--- config.mk ---
export PLATFORM = sky130hd
export DESIGN_NAME = resistor_ladder_button_decoder
export DESIGN_NICKNAME = d
export VERILOG_FILES = /design/src/sv/rlbd_pkg.sv /design/src/sv/resistor_ladder_button_decoder.sv /design/src/sv/rlbd_regs.sv /design/src/sv/rlbd_front.sv /design/src/sv/rlbd_queue.sv /design/src/sv/rlbd_back.sv
export SDC_FILE = /design/constraint.sdc
export NUM_CORES = 1
export LEC_CHECK = 0
export BUFFER_PORTS_ARGS = -buffer_cell sky130_fd_sc_hd__buf_2
export CAP_MARGIN = 20
export CORE_MARGIN = 2
export CORE_UTILIZATION = 60
export DETAILED_ROUTE_END_ITERATION = 6
export GPL_ROUTABILITY_DRIVEN = 0
export PLACE_DENSITY = 0.83
export SLEW_MARGIN = 10
export SYNTH_ARGS = -nofsm -noshare
export SYNTH_HDL_FRONTEND = slang
export SYNTH_SLANG_ARGS = --single-unit
--- constraint.sdc ---
create_clock -name clk -period 7.25 [get_ports clk]
set_input_delay 1.45 -clock clk [delete_from_list [all_inputs] [get_ports clk]]
set_output_delay 1.45 -clock clk [all_outputs]
set_load 0.03 [all_outputs]
--- src/sv/rlbd_pkg.sv ---
// Shared types and constants for the resistor ladder button decoder.
package rlbd_pkg;

  localparam int MAX_BUTTONS = 5;
  localparam int BTN_W       = 3;
  localparam int CNT_W       = 3;
  localparam int SAMPLE_W    = 12;
  localparam int LEVEL_W     = 12;
  localparam int TIME_W      = 32;
  localparam int HOLD_W      = 16;
  localparam int ADDR_W      = 5;
  localparam int DATA_W      = 32;
  localparam int Q_DEPTH     = 4;
  localparam int Q_IDX_W     = 2;
  localparam int Q_CNT_W     = 3;

  localparam logic [HOLD_W-1:0]  HOLD_RESET   = 16'd300;
  localparam logic [LEVEL_W-1:0] MARGIN_RESET = 12'd64;

  typedef enum logic [1:0] {
    EV_NONE  = 2'd0,
    EV_SHORT = 2'd1,
    EV_HOLD  = 2'd2
  } ev_t;

  typedef enum logic [2:0] {
    REG_BUTTON_COUNT = 3'd0,
    REG_HOLD_MS      = 3'd1,
    REG_MARGIN       = 3'd2,
    REG_LEVEL_0      = 3'd3,
    REG_LEVEL_1      = 3'd4,
    REG_LEVEL_2      = 3'd5,
    REG_LEVEL_3      = 3'd6,
    REG_LEVEL_4      = 3'd7
  } reg_idx_t;

  typedef struct packed {
    logic [CNT_W-1:0]                      button_count;
    logic [HOLD_W-1:0]                     hold_ms;
    logic [LEVEL_W-1:0]                    margin;
    logic [MAX_BUTTONS-1:0][LEVEL_W-1:0]   levels;
  } cfg_t;

  typedef struct packed {
    logic              hit;
    logic [BTN_W-1:0]  button;
    logic [TIME_W-1:0] time_ms;
  } cls_t;

  typedef struct packed {
    ev_t              ev;
    logic [BTN_W-1:0] button;
  } res_t;

endpackage

--- src/sv/resistor_ladder_button_decoder.sv ---
// Top level: resistor ladder button decoder.
// An accepted sample is stored in the queue and then registered in the result buffer.
// Throughput: one sample per cycle while the queue is not full and results are popped.
// A four-entry queue between classifier and back end and a two-entry result buffer
// let input and output stall independently.
// Reset (synchronous, active high) restores register defaults and clears all queues.
module resistor_ladder_button_decoder
  import rlbd_pkg::*;
(
  input  logic                clk,
  input  logic                rst,
  input  logic                psel,
  input  logic                penable,
  input  logic                pwrite,
  input  logic [ADDR_W-1:0]   paddr,
  input  logic [DATA_W-1:0]   pwdata,
  output logic [DATA_W-1:0]   prdata,
  output logic                pready,
  input  logic                push,
  output logic                full,
  input  logic [SAMPLE_W-1:0] sample,
  input  logic [TIME_W-1:0]   time_ms,
  output logic                empty,
  input  logic                pop,
  output logic [1:0]          event_res,
  output logic [BTN_W-1:0]    button_index
);

  cfg_t cfg;
  cls_t cls;
  cls_t q_data;
  logic q_empty;
  logic q_pop;
  res_t res;

  rlbd_regs u_regs (
    .clk     (clk),
    .rst     (rst),
    .psel    (psel),
    .penable (penable),
    .pwrite  (pwrite),
    .paddr   (paddr),
    .pwdata  (pwdata),
    .prdata  (prdata),
    .pready  (pready),
    .cfg     (cfg)
  );

  rlbd_front u_front (
    .sample  (sample),
    .time_ms (time_ms),
    .cfg     (cfg),
    .cls     (cls)
  );

  rlbd_queue u_queue (
    .clk   (clk),
    .rst   (rst),
    .push  (push),
    .wdata (cls),
    .full  (full),
    .pop   (q_pop),
    .rdata (q_data),
    .empty (q_empty)
  );

  rlbd_back u_back (
    .clk     (clk),
    .rst     (rst),
    .hold_ms (cfg.hold_ms),
    .q       (q_data),
    .q_empty (q_empty),
    .q_pop   (q_pop),
    .res     (res),
    .empty   (empty),
    .pop     (pop)
  );

  assign event_res    = res.ev;
  assign button_index = res.button;

endmodule

--- src/sv/rlbd_regs.sv ---
// Configuration register file with APB-style access.
module rlbd_regs
  import rlbd_pkg::*;
(
  input  logic              clk,
  input  logic              rst,
  input  logic              psel,
  input  logic              penable,
  input  logic              pwrite,
  input  logic [ADDR_W-1:0] paddr,
  input  logic [DATA_W-1:0] pwdata,
  output logic [DATA_W-1:0] prdata,
  output logic              pready,
  output cfg_t              cfg
);

  reg_idx_t idx;
  logic     wr_en;

  assign idx    = reg_idx_t'(paddr[ADDR_W-1:2]);
  assign wr_en  = psel && penable && pwrite;
  assign pready = 1'b1;

  always_ff @(posedge clk) begin
    if (rst) begin
      cfg.button_count <= '0;
      cfg.hold_ms      <= HOLD_RESET;
      cfg.margin       <= MARGIN_RESET;
      cfg.levels       <= '0;
    end else if (wr_en) begin
      unique case (idx)
        REG_BUTTON_COUNT: cfg.button_count <= pwdata[CNT_W-1:0];
        REG_HOLD_MS:      cfg.hold_ms      <= pwdata[HOLD_W-1:0];
        REG_MARGIN:       cfg.margin       <= pwdata[LEVEL_W-1:0];
        REG_LEVEL_0:      cfg.levels[0]    <= pwdata[LEVEL_W-1:0];
        REG_LEVEL_1:      cfg.levels[1]    <= pwdata[LEVEL_W-1:0];
        REG_LEVEL_2:      cfg.levels[2]    <= pwdata[LEVEL_W-1:0];
        REG_LEVEL_3:      cfg.levels[3]    <= pwdata[LEVEL_W-1:0];
        REG_LEVEL_4:      cfg.levels[4]    <= pwdata[LEVEL_W-1:0];
        default: ;
      endcase
    end
  end

  always_comb begin
    prdata = '0;
    unique case (idx)
      REG_BUTTON_COUNT: prdata = DATA_W'(cfg.button_count);
      REG_HOLD_MS:      prdata = DATA_W'(cfg.hold_ms);
      REG_MARGIN:       prdata = DATA_W'(cfg.margin);
      REG_LEVEL_0:      prdata = DATA_W'(cfg.levels[0]);
      REG_LEVEL_1:      prdata = DATA_W'(cfg.levels[1]);
      REG_LEVEL_2:      prdata = DATA_W'(cfg.levels[2]);
      REG_LEVEL_3:      prdata = DATA_W'(cfg.levels[3]);
      REG_LEVEL_4:      prdata = DATA_W'(cfg.levels[4]);
      default:          prdata = '0;
    endcase
  end

endmodule

--- src/sv/rlbd_front.sv ---
// Front end: match each sample against the button windows and classify it.
module rlbd_front
  import rlbd_pkg::*;
(
  input  logic [SAMPLE_W-1:0] sample,
  input  logic [TIME_W-1:0]   time_ms,
  input  cfg_t                cfg,
  output cls_t                cls
);

  logic [CNT_W-1:0]       n_used;
  logic [MAX_BUTTONS-1:0] hit;
  logic [LEVEL_W:0]       lv_hi [MAX_BUTTONS];
  logic [LEVEL_W:0]       s_hi;

  assign n_used = (cfg.button_count > CNT_W'(MAX_BUTTONS)) ?
                  CNT_W'(MAX_BUTTONS) : cfg.button_count;
  assign s_hi   = {1'b0, sample} + {1'b0, cfg.margin};

  always_comb begin
    for (int i = 0; i < MAX_BUTTONS; i++) begin
      lv_hi[i] = {1'b0, cfg.levels[i]} + {1'b0, cfg.margin};
      hit[i]   = (CNT_W'(i) < n_used) &&
                 (lv_hi[i] > {1'b0, sample}) &&
                 ({1'b0, cfg.levels[i]} <= s_hi);
    end
  end

  always_comb begin
    cls.hit     = |hit;
    cls.button  = '0;
    cls.time_ms = time_ms;
    for (int i = MAX_BUTTONS - 1; i >= 0; i--) begin
      if (hit[i]) begin
        cls.button = BTN_W'(i);
      end
    end
  end

endmodule

--- src/sv/rlbd_queue.sv ---
// Short queue of classified samples between front and back.
module rlbd_queue
  import rlbd_pkg::*;
(
  input  logic clk,
  input  logic rst,
  input  logic push,
  input  cls_t wdata,
  output logic full,
  input  logic pop,
  output cls_t rdata,
  output logic empty
);

  cls_t               mem [Q_DEPTH];
  logic [Q_IDX_W-1:0] wr_ptr;
  logic [Q_IDX_W-1:0] rd_ptr;
  logic [Q_CNT_W-1:0] cnt;
  logic               do_push;
  logic               do_pop;

  assign full    = (cnt == Q_CNT_W'(Q_DEPTH));
  assign empty   = (cnt == '0);
  assign do_push = push && !full;
  assign do_pop  = pop && !empty;
  assign rdata   = mem[rd_ptr];

  always_ff @(posedge clk) begin
    if (do_push) begin
      mem[wr_ptr] <= wdata;
    end
  end

  always_ff @(posedge clk) begin
    if (rst) begin
      wr_ptr <= '0;
      rd_ptr <= '0;
      cnt    <= '0;
    end else begin
      if (do_push) begin
        wr_ptr <= wr_ptr + 1'b1;
      end
      if (do_pop) begin
        rd_ptr <= rd_ptr + 1'b1;
      end
      if (do_push && !do_pop) begin
        cnt <= cnt + 1'b1;
      end else if (do_pop && !do_push) begin
        cnt <= cnt - 1'b1;
      end
    end
  end

endmodule

--- src/sv/rlbd_back.sv ---
// Back end: track the held button, raise short and hold events, buffer results.
module rlbd_back
  import rlbd_pkg::*;
(
  input  logic              clk,
  input  logic              rst,
  input  logic [HOLD_W-1:0] hold_ms,
  input  cls_t              q,
  input  logic              q_empty,
  output logic              q_pop,
  output res_t              res,
  output logic              empty,
  input  logic              pop
);

  logic              held_valid;
  logic              held_valid_next;
  logic [BTN_W-1:0]  held_button;
  logic [BTN_W-1:0]  held_button_next;
  logic [TIME_W-1:0] press_time;
  logic [TIME_W-1:0] press_time_next;
  res_t              res_next;

  res_t              ob [2];
  logic              ohead;
  logic [1:0]        ocnt;
  logic              take;
  logic              drop;
  logic [TIME_W-1:0] elapsed;
  logic              early;
  logic              same;

  assign take    = !q_empty && (ocnt != 2'd2);
  assign q_pop   = take;
  assign empty   = (ocnt == 2'd0);
  assign drop    = pop && !empty;
  assign res     = ob[ohead];
  assign elapsed = q.time_ms - press_time;
  assign early   = elapsed < TIME_W'(hold_ms);
  assign same    = (held_valid == q.hit) && (!q.hit || held_button == q.button);

  always_comb begin
    held_valid_next  = held_valid;
    held_button_next = held_button;
    press_time_next  = press_time;
    res_next.ev      = EV_NONE;
    res_next.button  = '0;
    if (!same) begin
      if (held_valid && early) begin
        res_next.ev     = EV_SHORT;
        res_next.button = held_button;
      end
      held_valid_next  = q.hit;
      held_button_next = q.hit ? q.button : '0;
      if (q.hit) begin
        press_time_next = q.time_ms;
      end
    end else if (held_valid && !early) begin
      res_next.ev     = EV_HOLD;
      res_next.button = held_button;
      press_time_next = q.time_ms;
    end
  end

  always_ff @(posedge clk) begin
    if (rst) begin
      held_valid  <= 1'b0;
      held_button <= '0;
      press_time  <= '0;
    end else if (take) begin
      held_valid  <= held_valid_next;
      held_button <= held_button_next;
      press_time  <= press_time_next;
    end
  end

  always_ff @(posedge clk) begin
    if (take) begin
      ob[ohead ^ ocnt[0]] <= res_next;
    end
  end

  always_ff @(posedge clk) begin
    if (rst) begin
      ohead <= 1'b0;
      ocnt  <= '0;
    end else begin
      if (drop) begin
        ohead <= ~ohead;
      end
      if (take && !drop) begin
        ocnt <= ocnt + 1'b1;
      end else if (drop && !take) begin
        ocnt <= ocnt - 1'b1;
      end
    end
  end

`ifndef NO_ASSERTIONS
  a_ocnt_range: assert property (@(posedge clk) disable iff (rst)
    ocnt != 2'd3)
    else $error("output buffer count out of range");

  a_short_needs_held: assert property (@(posedge clk) disable iff (rst)
    take && res_next.ev == EV_SHORT |-> held_valid && !same)
    else $error("short press without a held button");

  a_hold_button: assert property (@(posedge clk) disable iff (rst)
    take && res_next.ev == EV_HOLD |-> held_valid && res_next.button == held_button)
    else $error("hold event on wrong button");

  a_none_zero: assert property (@(posedge clk) disable iff (rst)
    take && res_next.ev == EV_NONE |-> res_next.button == '0)
    else $error("button index set without event");

  a_hold_restart: assert property (@(posedge clk) disable iff (rst)
    take && res_next.ev == EV_HOLD |=> press_time == $past(q.time_ms))
    else $error("hold timer not restarted");
`endif

endmodule

# ---- After elaboration in Yosys (flattened, before gate mapping)
# Memory sizes are Yosys's and may differ from the RTL's. A register that Yosys moved wholly into a read port is not among the register bits.
# Index checks and enable logic that the tools add are counted.
dict set report word_totals {
  memories 2
  regBits 137
  out_inout_bits 40
  elab_cells 139
  ram_bits 154
}
dict set report op_classes {
  bitwise_logic 3
  n_reduce_logical 50
  eq_ne 12
  n_lt_le_gt_ge 17
  mux 26
  add_sub_neg 13
}
# name words word_bits read_ports rd_clocked_by_memory_dff wr line
set mem_list {}
lappend mem_list {u_queue.mem 4 36 1 1 1 rlbd_queue.sv:15} ;# cls_t mem [Q_DEPTH];
lappend mem_list {u_back.ob 2 5 1 1 1 rlbd_back.sv:24} ;# res_t ob [2];
# cell n
set op_table {}
lappend op_table {{one-hot mux 32 bit (8 select lines)} 1}
lappend op_table {{two-way mux 32 bit} 3}
lappend op_table {{adder 12 x 12 -> 13 bit} 6}
lappend op_table {{greater-than comparator 13 x 12 -> 1 bit} 5}
lappend op_table {{<= comparator 12 x 13 -> 1 bit} 5}
lappend op_table {{< comparator 32 x 16 -> 1 bit} 1}
lappend op_table {{subtractor 32 bit} 1}
lappend op_table {{two-way mux 3 bit} 9}
lappend op_table {{logical AND 1 bit} 23}
lappend op_table {{AND reduction 2 bit} 9}
lappend op_table {{== test 3 bit (second input constant)} 5}
lappend op_table {{two-way mux 5 bit} 2}
lappend op_table {{logical NOT 1 bit} 9}
lappend op_table {{two-way mux 2 bit} 4}
lappend op_table {{adder 2 x 1 -> 2 bit (second input constant)} 3}
lappend op_table {{== test 3 x 2 -> 1 bit (second input constant)} 2}
lappend op_table {{logical NOT 3 bit} 2}
lappend op_table {{< comparator 1 x 3 -> 1 bit (first input constant)} 2}
lappend op_table {{< comparator 2 x 3 -> 1 bit (first input constant)} 2}
lappend op_table {{two-way mux 1 bit} 6}
lappend op_table {{nonzero test 2 bit} 3}
lappend op_table {{OR reduction 5 bit} 1}
lappend op_table {{two-way mux 4 bit} 1}
lappend op_table {{!= test 2 bit (second input constant)} 2}
lappend op_table {{13 further kinds} 14}

# ---- Logic depth before layout (Yosys ltp)
# Gate-level depths: netlist (run 1).
dict set report logic_depth {
  ltp_word 10
  ltp_mapped 23
  mapped_depth_nobuf 21
}

# ---- Hierarchy
# From an unflattened synthesis (run 1), not the netlist that was laid out.
dict set report hier_totals {
  cells_unflattened 2118
  hier_area_um2 20657.3
}
# module area_per_inst_um2 seq_area_each_um2 cells_each instances
set by_module_without_submodules {}
lappend by_module_without_submodules {rlbd_front 6024.5 0.0 771 1}
lappend by_module_without_submodules {rlbd_queue 5696.7 4504.3 236 1}
lappend by_module_without_submodules {rlbd_back 4709.5 1101.1 588 1}
lappend by_module_without_submodules {rlbd_regs 4226.6 1821.7 523 1}

# ---- Least setup slack after synthesis (run 1)
# OpenSTA, ideal clock, no wires.
dict set report synth_timing {
  path_kind {input to register}
  start {input sample[0]}
  end {memory u_queue.mem[0][32] (netlist bit), data pin}
  setup_time_ns 0.179
  required_ns 7.071
  stages 18
  arrival_ns 5.322
  path_slack_ns 1.749
  path_buffers 0
  path_cell_list {ha_1 > fa_1 > a21o_1 > a21oi_1 > o21bai_1 > a21oi_1 > a21oi_1 > a21o_1 > a21oi_1 > xor2_1 > ha_1 > and3_1 > nand3_1 > nor3_1 > a211o_1 > o211ai_1 > or4b_2 > a21oi_1}
}
# item line
set synth_lines {}
lappend synth_lines {{start, declared} resistor_ladder_button_decoder.sv:21} ;# input logic [SAMPLE_W-1:0] sample,
lappend synth_lines {{end, declared} rlbd_queue.sv:15}

==> results of run 1 <==
[through the flow]
stage | total power (W) | instances | cell area [um^2] | setup WS (ns) | hold WS, ns
global placement | 0.00488 | 2451 | 20400 | 0.938 | 0.442
finish | 0.00656 | 2506 | 21300 | 1.29 | 0.459
detailed placement | 0.00505 | 2452 | 20400 | 0.803 | 0.448
CTS | 0.00650 | 2503 | 21300 | 1.38 | 0.457
global route | 0.00691 | 2505 | 21300 | 0.998 | 0.487
floorplan | 0.00431 | 1994 | 19700 | 1.75 | 0.436
[critical path: cells and delay by family]
family	cells	cell delay, ns
AOI/OAI and AO/OA	10	2.20
xor gates and xnor gates	1	0.48
adders and majority gates	3	1.00
buffers and inverters	1	0.15
and+or+nand+nor	4	1.00
[routing by layer]
layer	GRT usage [%]	vias to the layer above	part of all wire (%)	wire [um]
met2	50.7	815	46	24500
met5	0	-	0	0
met4	16.5	0	6.0	3170
met3	5.14	200	9.0	4770
li1	-	7396	-	-
met1	38.9	7606	39	20700
[Yosys cell counts, drive strengths merged, types with 10 or more instances]
library cell  number
o21bai            22
a21oi            179
nor3              32
nand4             35
nand2b            10
edfxtp           154
mux2i             46
ha               246
xor2              32
clkbuf            58
o21a              36
nand3             56
nand2            164
nor2             130
mux4              45
or3               11
inv              121
mux2              13
nor2b             26
a21o              58
a211oi            13
and3              10
buf               34
and2              11
xnor2             56
o21ai             98
dfxtp            140
[report_power, final]
part / leakage [nW] / switching [W] / internal [W]
logic: 5.79 / 0.00181 / 0.00123
clock network: 0.436 / 0.000616 / 0.000823
registers: 2.57 / 0.000121 / 0.00196
[registers in the layout, summed over array words and instances, names as in the netlist, named ones only]
signal              count
u_back.ohead            1
u_back.press_time      32
u_back.held_valid       1
u_queue.rd_ptr          2
u_back.held_button      3
u_queue.mem           144
u_back.ob              10
u_regs.cfg             91
u_queue.wr_ptr          2
u_back.ocnt             2
u_queue.cnt             3
[worst max path at each step]
| stage | slack [ns] | from | end |
|---|---|---|---|
| floorplan | 1.75 | sample[0] | u_queue.mem[0][32]$_DFFE_PP_ |
| global placement | 0.94 | sample[0] | u_queue.mem[2][32]$_DFFE_PP_ |
| detailed placement | 0.80 | sample[0] | u_queue.mem[1][32]$_DFFE_PP_ |
| CTS | 1.38 | sample[0] | u_queue.mem[3][32]$_DFFE_PP_ |
| global route | 1.0 | sample[0] | u_queue.mem[3][32]$_DFFE_PP_ |
| finish | 1.29 | sample[0] | u_queue.mem[2][32]$_DFFE_PP_ |
[kinds of logic after synthesis]
logic type | synth area share, %
AND/OR/NAND/NOR | 12.8
AO/OA/AOI/OAI | 16.0
flip-flops | 37.9
adder cells (fa/ha/maj) | 16.5
buffers and inverters | 4.56
multiplexers | 8.27
XOR/XNOR | 3.93
other | 0.0383
[area by class of cell]
type,instances,area (um^2)
sequential,294,7430
fill,2456,11100
timing repair buffer,109,631
clock inverter,12,149
clock buffer,39,742
inverter,122,458
tap,442,553
antenna,2,5.00
multi-input combinational,1486,11300
==> run metrics, run 1 <==
post-CTS setup buffers 0; setup violators final 0; via count 16000; CTS H-Tree Depth 1; TritonRoute pass-1 iters 6; CTS Buffer Depth 3; R2R depth 18; layout cells sized above 1 11.0%; detailed-route wire length 53.2 mm; row count 66; netlist area before placement 19600 um^2; area grow syn2layout 8.75%; Initial Utilization 60.5%; Port Buffers 92; fin util 65.8%; Worst Hold Path EP u_regs.cfg[83]$_SDFFE_PP0P_; clock sink count 294; Gate Count Post-Synth 1979; Ports 128; crit end category register; CTS buffer count 28; Hold Path Depth 2; PwrDens 308 nW/um^2; commonest non-fill, non-tap cell in the layout ha_1; Seq cells post-synth 294; Final Hold Fails 0; Worst Tran Pin Value 0.967 ns; Setup crit start kind input port; wire per inst 21.2 um; Global Route Usage Sum 30.8%; share of the synthesized area in the top cell type 23.6%; Worst Path Max Fanout 6; Hold/Removal Path Class register to register; drt initial violations 1649; vias in the first global route 15500; largest net degree at the start of global routing 115; Final Cycle Share 82.2%; CTS resizes 0; Final nets 2383; Distinct cells, synth 79; CP dominant cell by count a21oi_1; Final ANT Viol Nets 0; min-delay src u_regs.cfg[83]$_SDFFE_PP0P_; initial antenna violation count 2; vias per inst 6.39; worst r2r src u_regs.cfg[61]$_SDFFE_PP0P_; GRT overflow 0; worst reg2reg path endpoint u_queue.mem[2][32]$_DFFE_PP_; clock slew at reported path FFs 0.06 ns; Largest stage delay, worst path 0.62 ns; fraction of registers with async set or reset after synthesis 0%; crit path kind input port to register; fin. max-slew vios 0; clock skew 0.0152 ns; commonest non-fill, non-tap cells in the layout 246 x ha_1, 178 x a21oi_1, 164 x nand2_1; Max Cap Viol 0; die area 34100 um^2; CP Cell Sequence buf_2 > ha_1 > fa_1 > a21o_1 > a21oi_1 > o21bai_1 > a21oi_1 > a21oi_1 > a21o_1 > a21oi_1 > xor2_1 > ha_1 > and3_1 > nand3_1 > nor3_1 > a211o_1 > o211ai_1 > or4b_2 > a21oi_1; Worst path slowest cell or4b_2; DRC errors left 0; CP arrival 6.30 ns; CP required 7.59 ns; Min Clock Period, post-route 5.96 ns; hold buffers post-CTS 0; syn avg cell area 9.90 um^2; outcome complete, no violations; LEAKAGE 8.80 nW; r2r setup slk 1.51 ns; Achievable Freq 168 MHz; Clock Root Buffer clkbuf_16; CTS tree built; core area 32400 um^2; synth top area cells edfxtp_1 24%, ha_1 16%, dfxtp_1 14%; RSZ-0062 raised after global routing no; die width 185 um; first-pass GRT wire length 82.0 mm; HPWL after DPL 39.3 mm; post-route setup TNS 0 ns; Primary FF master, synth edfxtp_1; peak supply drop 0.000300 V; clk_lat worst skew 0.55 ns; cell taking the most area after synthesis edfxtp_1; sequential fraction of the synthesis area 37.9%; Max-slew headroom 35.2%; Synth warnings 0; Die Y-Extent 185 um; Post-synth EDFFs 154
No activity file was read; power rests on OpenSTA's default activity.
==> run 2, diff against run 1 <==
--- a/config.mk
+++ b/config.mk
@@ -8,10 +8,10 @@
 export BUFFER_PORTS_ARGS = -buffer_cell sky130_fd_sc_hd__buf_2
 export CAP_MARGIN = 20
 export CORE_MARGIN = 2
-export CORE_UTILIZATION = 60
+export CORE_UTILIZATION = 56
 export DETAILED_ROUTE_END_ITERATION = 6
 export GPL_ROUTABILITY_DRIVEN = 0
-export PLACE_DENSITY = 0.83
+export PLACE_DENSITY = 0.81
 export SLEW_MARGIN = 10
 export SYNTH_ARGS = -nofsm -noshare
 export SYNTH_HDL_FRONTEND = slang
==> constraint.sdc (replaced) <==
create_clock -name clk -period 5.2 [get_ports clk]
set_input_delay 1.04 -clock clk [delete_from_list [all_inputs] [get_ports clk]]
set_output_delay 1.04 -clock clk [all_outputs]
set_load 0.03 [all_outputs]
==> run metrics, run 2 (same netlist as run 1, synthesis figures left out) <==
wire per inst 21.7 um (+2.4%); Layout Cells excl Fill 2590 (+3.4%); critical path capture point u_back.press_time[0]$_SDFFE_PP0P_; Net Sw Frac 39.3% (+0.41 points); Min Clock Period, post-route 5.09 ns; PwrDens 428 nW/um^2 (+39%); Port Buffers 92 (unchanged); Max-slew headroom 24.1% (-11 points); Switching Power 0.00371 W (+46%); TritonRoute pass-1 iters 6 (unchanged); HPWL after DPL 40.8 mm (+3.6%); die area 36500 um^2 (+7.0%); Placed Area 20700 um^2 (+1.7%); Clock Root Buffer clkbuf_16; clock sink count 294 (unchanged); crit path kind register to register; initial antenna violation count 4 (+2); drt initial violations 1763 (+6.9%); crit end category register; clock skew 0.0125 ns (-0.00276 ns); detailed-route wire length 56.3 mm (+5.9%); vias in the first global route 15600 (+0.61%); first-pass GRT wire length 84.6 mm (+3.2%); Internal 0.00575 W (+43%); area grow syn2layout 12.9%; r2r setup slk 0.11 ns (-1.40 ns); outcome complete, no violations; CP required 5.62 ns (-1.97 ns); peak supply drop 0.000390 V (+30%); clock slew at reported path FFs 0.07 ns (about the same); LEAKAGE 9.21 nW (+4.7%); Die Y-Extent 191 um (+3.4%); dpl cells 2512 (+2.4%); Finished Cell Area 22100 um^2 (+3.8%); worst reg2reg path endpoint u_back.press_time[0]$_SDFFE_PP0P_; Ports 128 (unchanged); CTS buffer count 28 (unchanged); global routing usage on met3 4.35% (-0.79 points); commonest non-fill, non-tap cells in the layout 240 x ha_1, 173 x a21oi_1, 163 x nand2_1; met1 Track Usage GR 38.1% (-0.80 points); CTS Buffer Depth 3 (unchanged); max reg flops 144 (unchanged); largest register by flop count u_queue.mem; Max Cap Viol 0 (unchanged); Setup crit start kind register; Hold/Removal Path Class register to register; fin. max-slew vios 0 (unchanged); busiest grt layer met2; R2R depth 22 (+4); Final nets 2452 (+2.9%); CTS H-Tree Depth 1 (unchanged); Clock Power Share 21.7% (-0.3 points); core area 34500 um^2 (+6.7%); setup violators final 0 (unchanged); grt met2 use 47.9% (-2.7 points); Comb power frac 47.8% (+1.5 points); Initial Utilization 56.7% (-3.8 points); CTS tree built; layout cells sized above 1 15.8% (+4.8 points); row count 68 (+3.0%); die width 191 um (+3.4%); DRC errors left 0 (unchanged); Final Hold Fails 0 (unchanged); CP arrival 5.51 ns (-0.79 ns); Achievable Freq 197 MHz; largest net degree at the start of global routing 112 (-2.6%); Final ANT Viol Nets 0 (unchanged); Final Cycle Share 97.9%; Global Route Usage Sum 29.7% (-1.1 points); Seq pwr share 30.5% (-1.3 points); commonest non-fill, non-tap cell in the layout ha_1; clk_lat worst skew 0.55 ns (about the same); vias per inst 6.38 (-0.11%); Worst Tran Pin Value 1.13 ns (+0.167 ns); total power 0.00946 W (+44%); Worst Path Max Fanout 7 (+1); GRT overflow 0 (unchanged); via count 16500 (+3.2%); fin util 64.1% (-1.8 points); biggest regs u_queue.mem x144, u_regs.cfg x91, u_back.press_time x32
## run 2: cell count changes in the layout (fill, tap and decap cells not counted), sizes merged
cell | before | now
clkinvlp | 0 | 2
and4 | 5 | 7
buf | 109 | 175
diode | 2 | 3
clkbuf | 39 | 37
clkinv | 10 | 14
bufinv | 3 | 1
## run 2: critical path, cell delays in order, from the launching register on
cell and delay, ns:
dfxtp_4 0.41, buf_4 0.13, mux4_2 0.54, ha_1 0.36, and3_1 0.22, a211oi_4 0.27, and2_1 0.21, o21ai_0 0.15
a21o_1 0.22, a21oi_1 0.19, xnor2_1 0.19, ha_1 0.29, a21o_1 0.16, a21o_1 0.17, a21oi_1 0.18, o21ai_1 0.11
nor3_2 0.14, and4bb_2 0.27, nand4_1 0.18, buf_6 0.22, buf_2 0.17, nand3_1 0.09, a21oi_1 0.07
## run 2: per-layer routing
metal / wire (um) / vias to the layer above / part of all wire, %
met5: 11 / - / 0.020
met4: 3690 / 2 / 6.6
met3: 5070 / 252 / 9.0
met2: 25800 / 906 / 46
met1: 21700 / 7842 / 39
li1: - / 7534 / -
## run 2: worst min-delay path by stage
stage	start	end	cells after the start
6_report	u_regs.cfg[85]$_SDFFE_PP0P_	u_regs.cfg[85]$_SDFFE_PP0P_	2
5_1_grt	u_regs.cfg[87]$_SDFFE_PP0P_	u_regs.cfg[87]$_SDFFE_PP0P_	2
4_1_cts	u_regs.cfg[85]$_SDFFE_PP0P_	u_regs.cfg[85]$_SDFFE_PP0P_	2
3_5_place_dp	u_regs.cfg[82]$_SDFFE_PP0P_	u_regs.cfg[82]$_SDFFE_PP0P_	2
3_3_place_gp	u_regs.cfg[85]$_SDFFE_PP0P_	u_regs.cfg[85]$_SDFFE_PP0P_	2
2_1_floorplan	u_regs.cfg[82]$_SDFFE_PP0P_	u_regs.cfg[82]$_SDFFE_PP0P_	2
## run 2: through the flow
| stage | worst slack, ns | setup TNS, ns | hold WS, ns |
|---|---|---|---|
| after floorplan | 0.109 | 0 | 0.436 |
| after global placement | -0.233 | -1.25 | 0.442 |
| after detailed placement | -0.307 | -2.79 | 0.450 |
| after CTS | 0.00496 | 0 | 0.459 |
| after global routing | -0.0880 | -1.73 | 0.488 |
| final | 0.111 | 0 | 0.461 |
## run 2: power by group through the flow
stage / clock (W) / combinational, W / sequential (W)
after floorplan: 0 / 0.00315 / 0.00286
after global routing: 0.00215 / 0.00489 / 0.00291
after global placement: 0 / 0.00396 / 0.00291
after CTS: 0.00207 / 0.00421 / 0.00289
after detailed placement: 0 / 0.00414 / 0.00294
final: 0.00205 / 0.00452 / 0.00289
## run 2: timing repair
action,CTS,global route
buffers inserted,0,18
hold buffers,0,0
gates cloned,1,3
endpoints found under the setup margin,36,58
resized for setup,4,51
pin swaps,1,17
## run 2: cell type report
class / instances / area [um^2]
multi-input combinational: 1488 / 11500
antenna: 3 / 7.51
timing repair buffer: 176 / 1170
clock buffer: 36 / 823
clock inverter: 16 / 124
fill: 2706 / 12400
inverter: 122 / 458
sequential: 294 / 7430
tap: 455 / 569
==> run 3, diff against run 2 <==
==> constraint.sdc (replaced) <==
create_clock -name clk -period 5.2 [get_ports clk]
set_input_delay 0 -clock clk [delete_from_list [all_inputs] [get_ports clk]]
set_output_delay 0 -clock clk [all_outputs]
set_load 0.03 [all_outputs]
==> run metrics, run 3 (same netlist as run 1, synthesis figures left out) <==
busiest grt layer met2; Final nets 2473 (+0.86%); Comb power frac 46.9% (-0.9 points); die area 36500 um^2 (unchanged); Hold/Removal Path Class input port to register; Final Cycle Share 97.0% (-0.83 points); met1 Track Usage GR 38.8% (+0.72 points); area of the multi-input gates 11400 um^2 (-0.94%); n_diodes 0 (-3); Max-slew headroom 30.6% (+6.5 points); clk_lat worst skew 0.57 ns (+0.02 ns); Clock Power Share 22.3% (+0.6 points); area grow syn2layout 13.6%; post-route setup TNS 0 ns (unchanged); Die Y-Extent 191 um (unchanged); kind of cell adding the most delay to the critical path compound AO/OA/AOI/OAI gates; Largest stage delay, worst path 0.50 ns (-0.04 ns); largest net degree at the start of global routing 73 (-35%); Achievable Freq 198 MHz (+0.85%); Clock Root Buffer clkbuf_16; Net Sw Frac 38.6% (-0.70 points); CTS H-Tree Depth 1 (unchanged); vias per inst 6.33 (-0.85%); detailed-route wire length 55.7 mm (-1.1%); Worst path slowest cell or3b_2; first-pass GRT wire length 84.8 mm (+0.30%); Initial Utilization 56.7% (unchanged); commonest non-fill, non-tap cells in the layout 241 x ha_1, 174 x a21oi_1, 164 x nand2_1; Final Hold Fails 0 (unchanged); Ports 128 (unchanged); DRC errors left 0 (unchanged); Final ANT Viol Nets 0 (unchanged); PwrDens 419 nW/um^2 (-2.1%); fin. max-slew vios 0 (unchanged); global routing usage on met3 4.00% (-0.35 points); HPWL after DPL 40.8 mm (about the same); Switching Power 0.00359 W (-3.2%); Layout Cells excl Fill 2606 (+0.62%); CP arrival 5.34 ns (-0.17 ns); layout cells sized above 1 13.3% (-2.4 points); biggest regs u_queue.mem x144, u_regs.cfg x91, u_back.press_time x32; register area 7430 um^2 (about the same); largest register by flop count u_queue.mem; row count 68 (unchanged); TritonRoute pass-1 iters 6 (unchanged); Internal 0.00573 W (-0.37%); clock skew 0.0262 ns (+0.0137 ns); crit path kind register to register; clock slew at reported path FFs 0.06 ns (about the same); Placed Area 20600 um^2 (-0.51%); core area 34500 um^2 (unchanged); Finished Cell Area 22300 um^2 (+0.61%); Min Clock Period, post-route 5.05 ns (-0.0431 ns); Worst Path Max Fanout 4 (-3); drt initial violations 1711 (-2.9%); WP buf/inv 0 (-3); initial antenna violation count 0 (-4); die width 191 um (unchanged); grt met2 use 47.8% (-0.098 points); Setup crit start kind register; vias in the first global route 15800 (+1.5%); GRT overflow 0 (unchanged); outcome complete, no violations; clock sink count 294 (unchanged); via count 16500 (-0.24%); setup violators final 0 (unchanged); Worst Tran Pin Value 1.04 ns (-0.0989 ns); Global Route Usage Sum 29.8% (+0.12 points); dpl cells 2498 (-0.56%); wire per inst 21.4 um (-1.7%); crit end category register; Seq pwr share 30.8% (+0.3 points); Max Cap Viol 0 (unchanged); CP Cell Sequence ha_1 > fa_1 > a21o_1 > a21oi_2 > nor2b_1 > o21ai_1 > a21oi_1 > a21o_1 > a211oi_1 > nor3_1 > ha_1 > a2111oi_2 > o21ai_1 > nor2_1 > nand2_1 > a31o_2 > or4_1 > o211ai_1 > nand2b_1 > or3b_2; CTS tree built; Port Buffers 92 (unchanged); LEAKAGE 9.24 nW (+0.32%); Fill cells 2667 (-1.4%); commonest non-fill, non-tap cell in the layout ha_1; max reg flops 144 (unchanged); CTS buffer count 29 (+3.6%); CTS Buffer Depth 3 (unchanged); peak supply drop 0.000413 V (+6.0%); CP required 5.49 ns (-0.13 ns)
run 3: routing by layer:
layer	part of all wire (%)	vias to the layer above	wire length, um
met2	45	875	25300
met5	0	-	0
li1	-	7562	-
met4	6.7	0	3740
met3	8.6	223	4810
met1	39	7837	21800
run 3: stage by stage:
| stage | total power, W | hold WS (ns) | setup slack [ns] | utilization (%) |
|---|---|---|---|---|
| 6_report | 0.00932 | 0.142 | 0.154 | 64.5 |
| 5_1_grt | 0.00987 | 0.175 | -0.00843 | 64.5 |
| 4_1_cts | 0.00916 | 0.136 | 0.0569 | 63.9 |
| 3_5_place_dp | 0.00705 | 0.217 | -0.0103 | 59.7 |
| 3_3_place_gp | 0.00687 | 0.212 | 0.244 | 59.7 |
| 2_1_floorplan | 0.00601 | 0.0989 | 0.149 | - |
run 3: path summary, 6_finish.rpt:
| path | start | to | slack (ns) | depth (start not counted) |
|---|---|---|---|---|
| hold reg to reg | u_regs.cfg[86]$_SDFFE_PP0P_ | u_regs.cfg[86]$_SDFFE_PP0P_ | 0.45 | 2 |
| hold / removal | penable | u_regs.cfg[88]$_SDFFE_PP0P_ | 0.14 | 5 |
| setup / recovery | u_regs.cfg[12]$_SDFFE_PP0P_ | u_queue.mem[3][35]$_DFFE_PP_ | 0.15 | 20 |
| setup reg to reg | u_regs.cfg[12]$_SDFFE_PP0P_ | u_queue.mem[3][35]$_DFFE_PP_ | 0.15 | 20 |
run 3: worst reg2reg max path, delay by kind of cell, from the launching register on:
kind | cells | cell delay [ns]
AOI/OAI and AO/OA | 10 | 2.10
and+or+nand+nor | 7 | 1.38
adders and majority gates | 3 | 0.97
DFF | 1 | 0.33
run 3: cell type report:
class | instances | area share [%]
clock buffers | 42 | 3.70
multi-input cells | 1487 | 51.3
repair buffers | 197 | 6.43
flip-flops and latches | 294 | 33.4
clock inverters | 9 | 0.517
well taps | 455 | 2.56
inverters | 122 | 2.06
run 3: repair_timing:
| action | CTS | global route |
|---|---|---|
| endpoints found under the setup margin | 4 | 54 |
| resized for setup | 1 | 34 |
| gates cloned | 0 | 2 |
| hold endpoints to repair | 222 | 0 |
| buffers inserted | 0 | 4 |
| hold buffers | 51 | 0 |
| pin swaps | 0 | 7 |
run 3: power by group through the flow:
| stage | Sequential, W | Combinational (W) | Clock [W] |
|---|---|---|---|
| 4_1_cts | 0.00287 | 0.00421 | 0.00208 |
| 6_report | 0.00287 | 0.00437 | 0.00208 |
| 3_3_place_gp | 0.00290 | 0.00397 | 0 |
| 5_1_grt | 0.00290 | 0.00479 | 0.00219 |
| 2_1_floorplan | 0.00286 | 0.00315 | 0 |
| 3_5_place_dp | 0.00292 | 0.00413 | 0 |
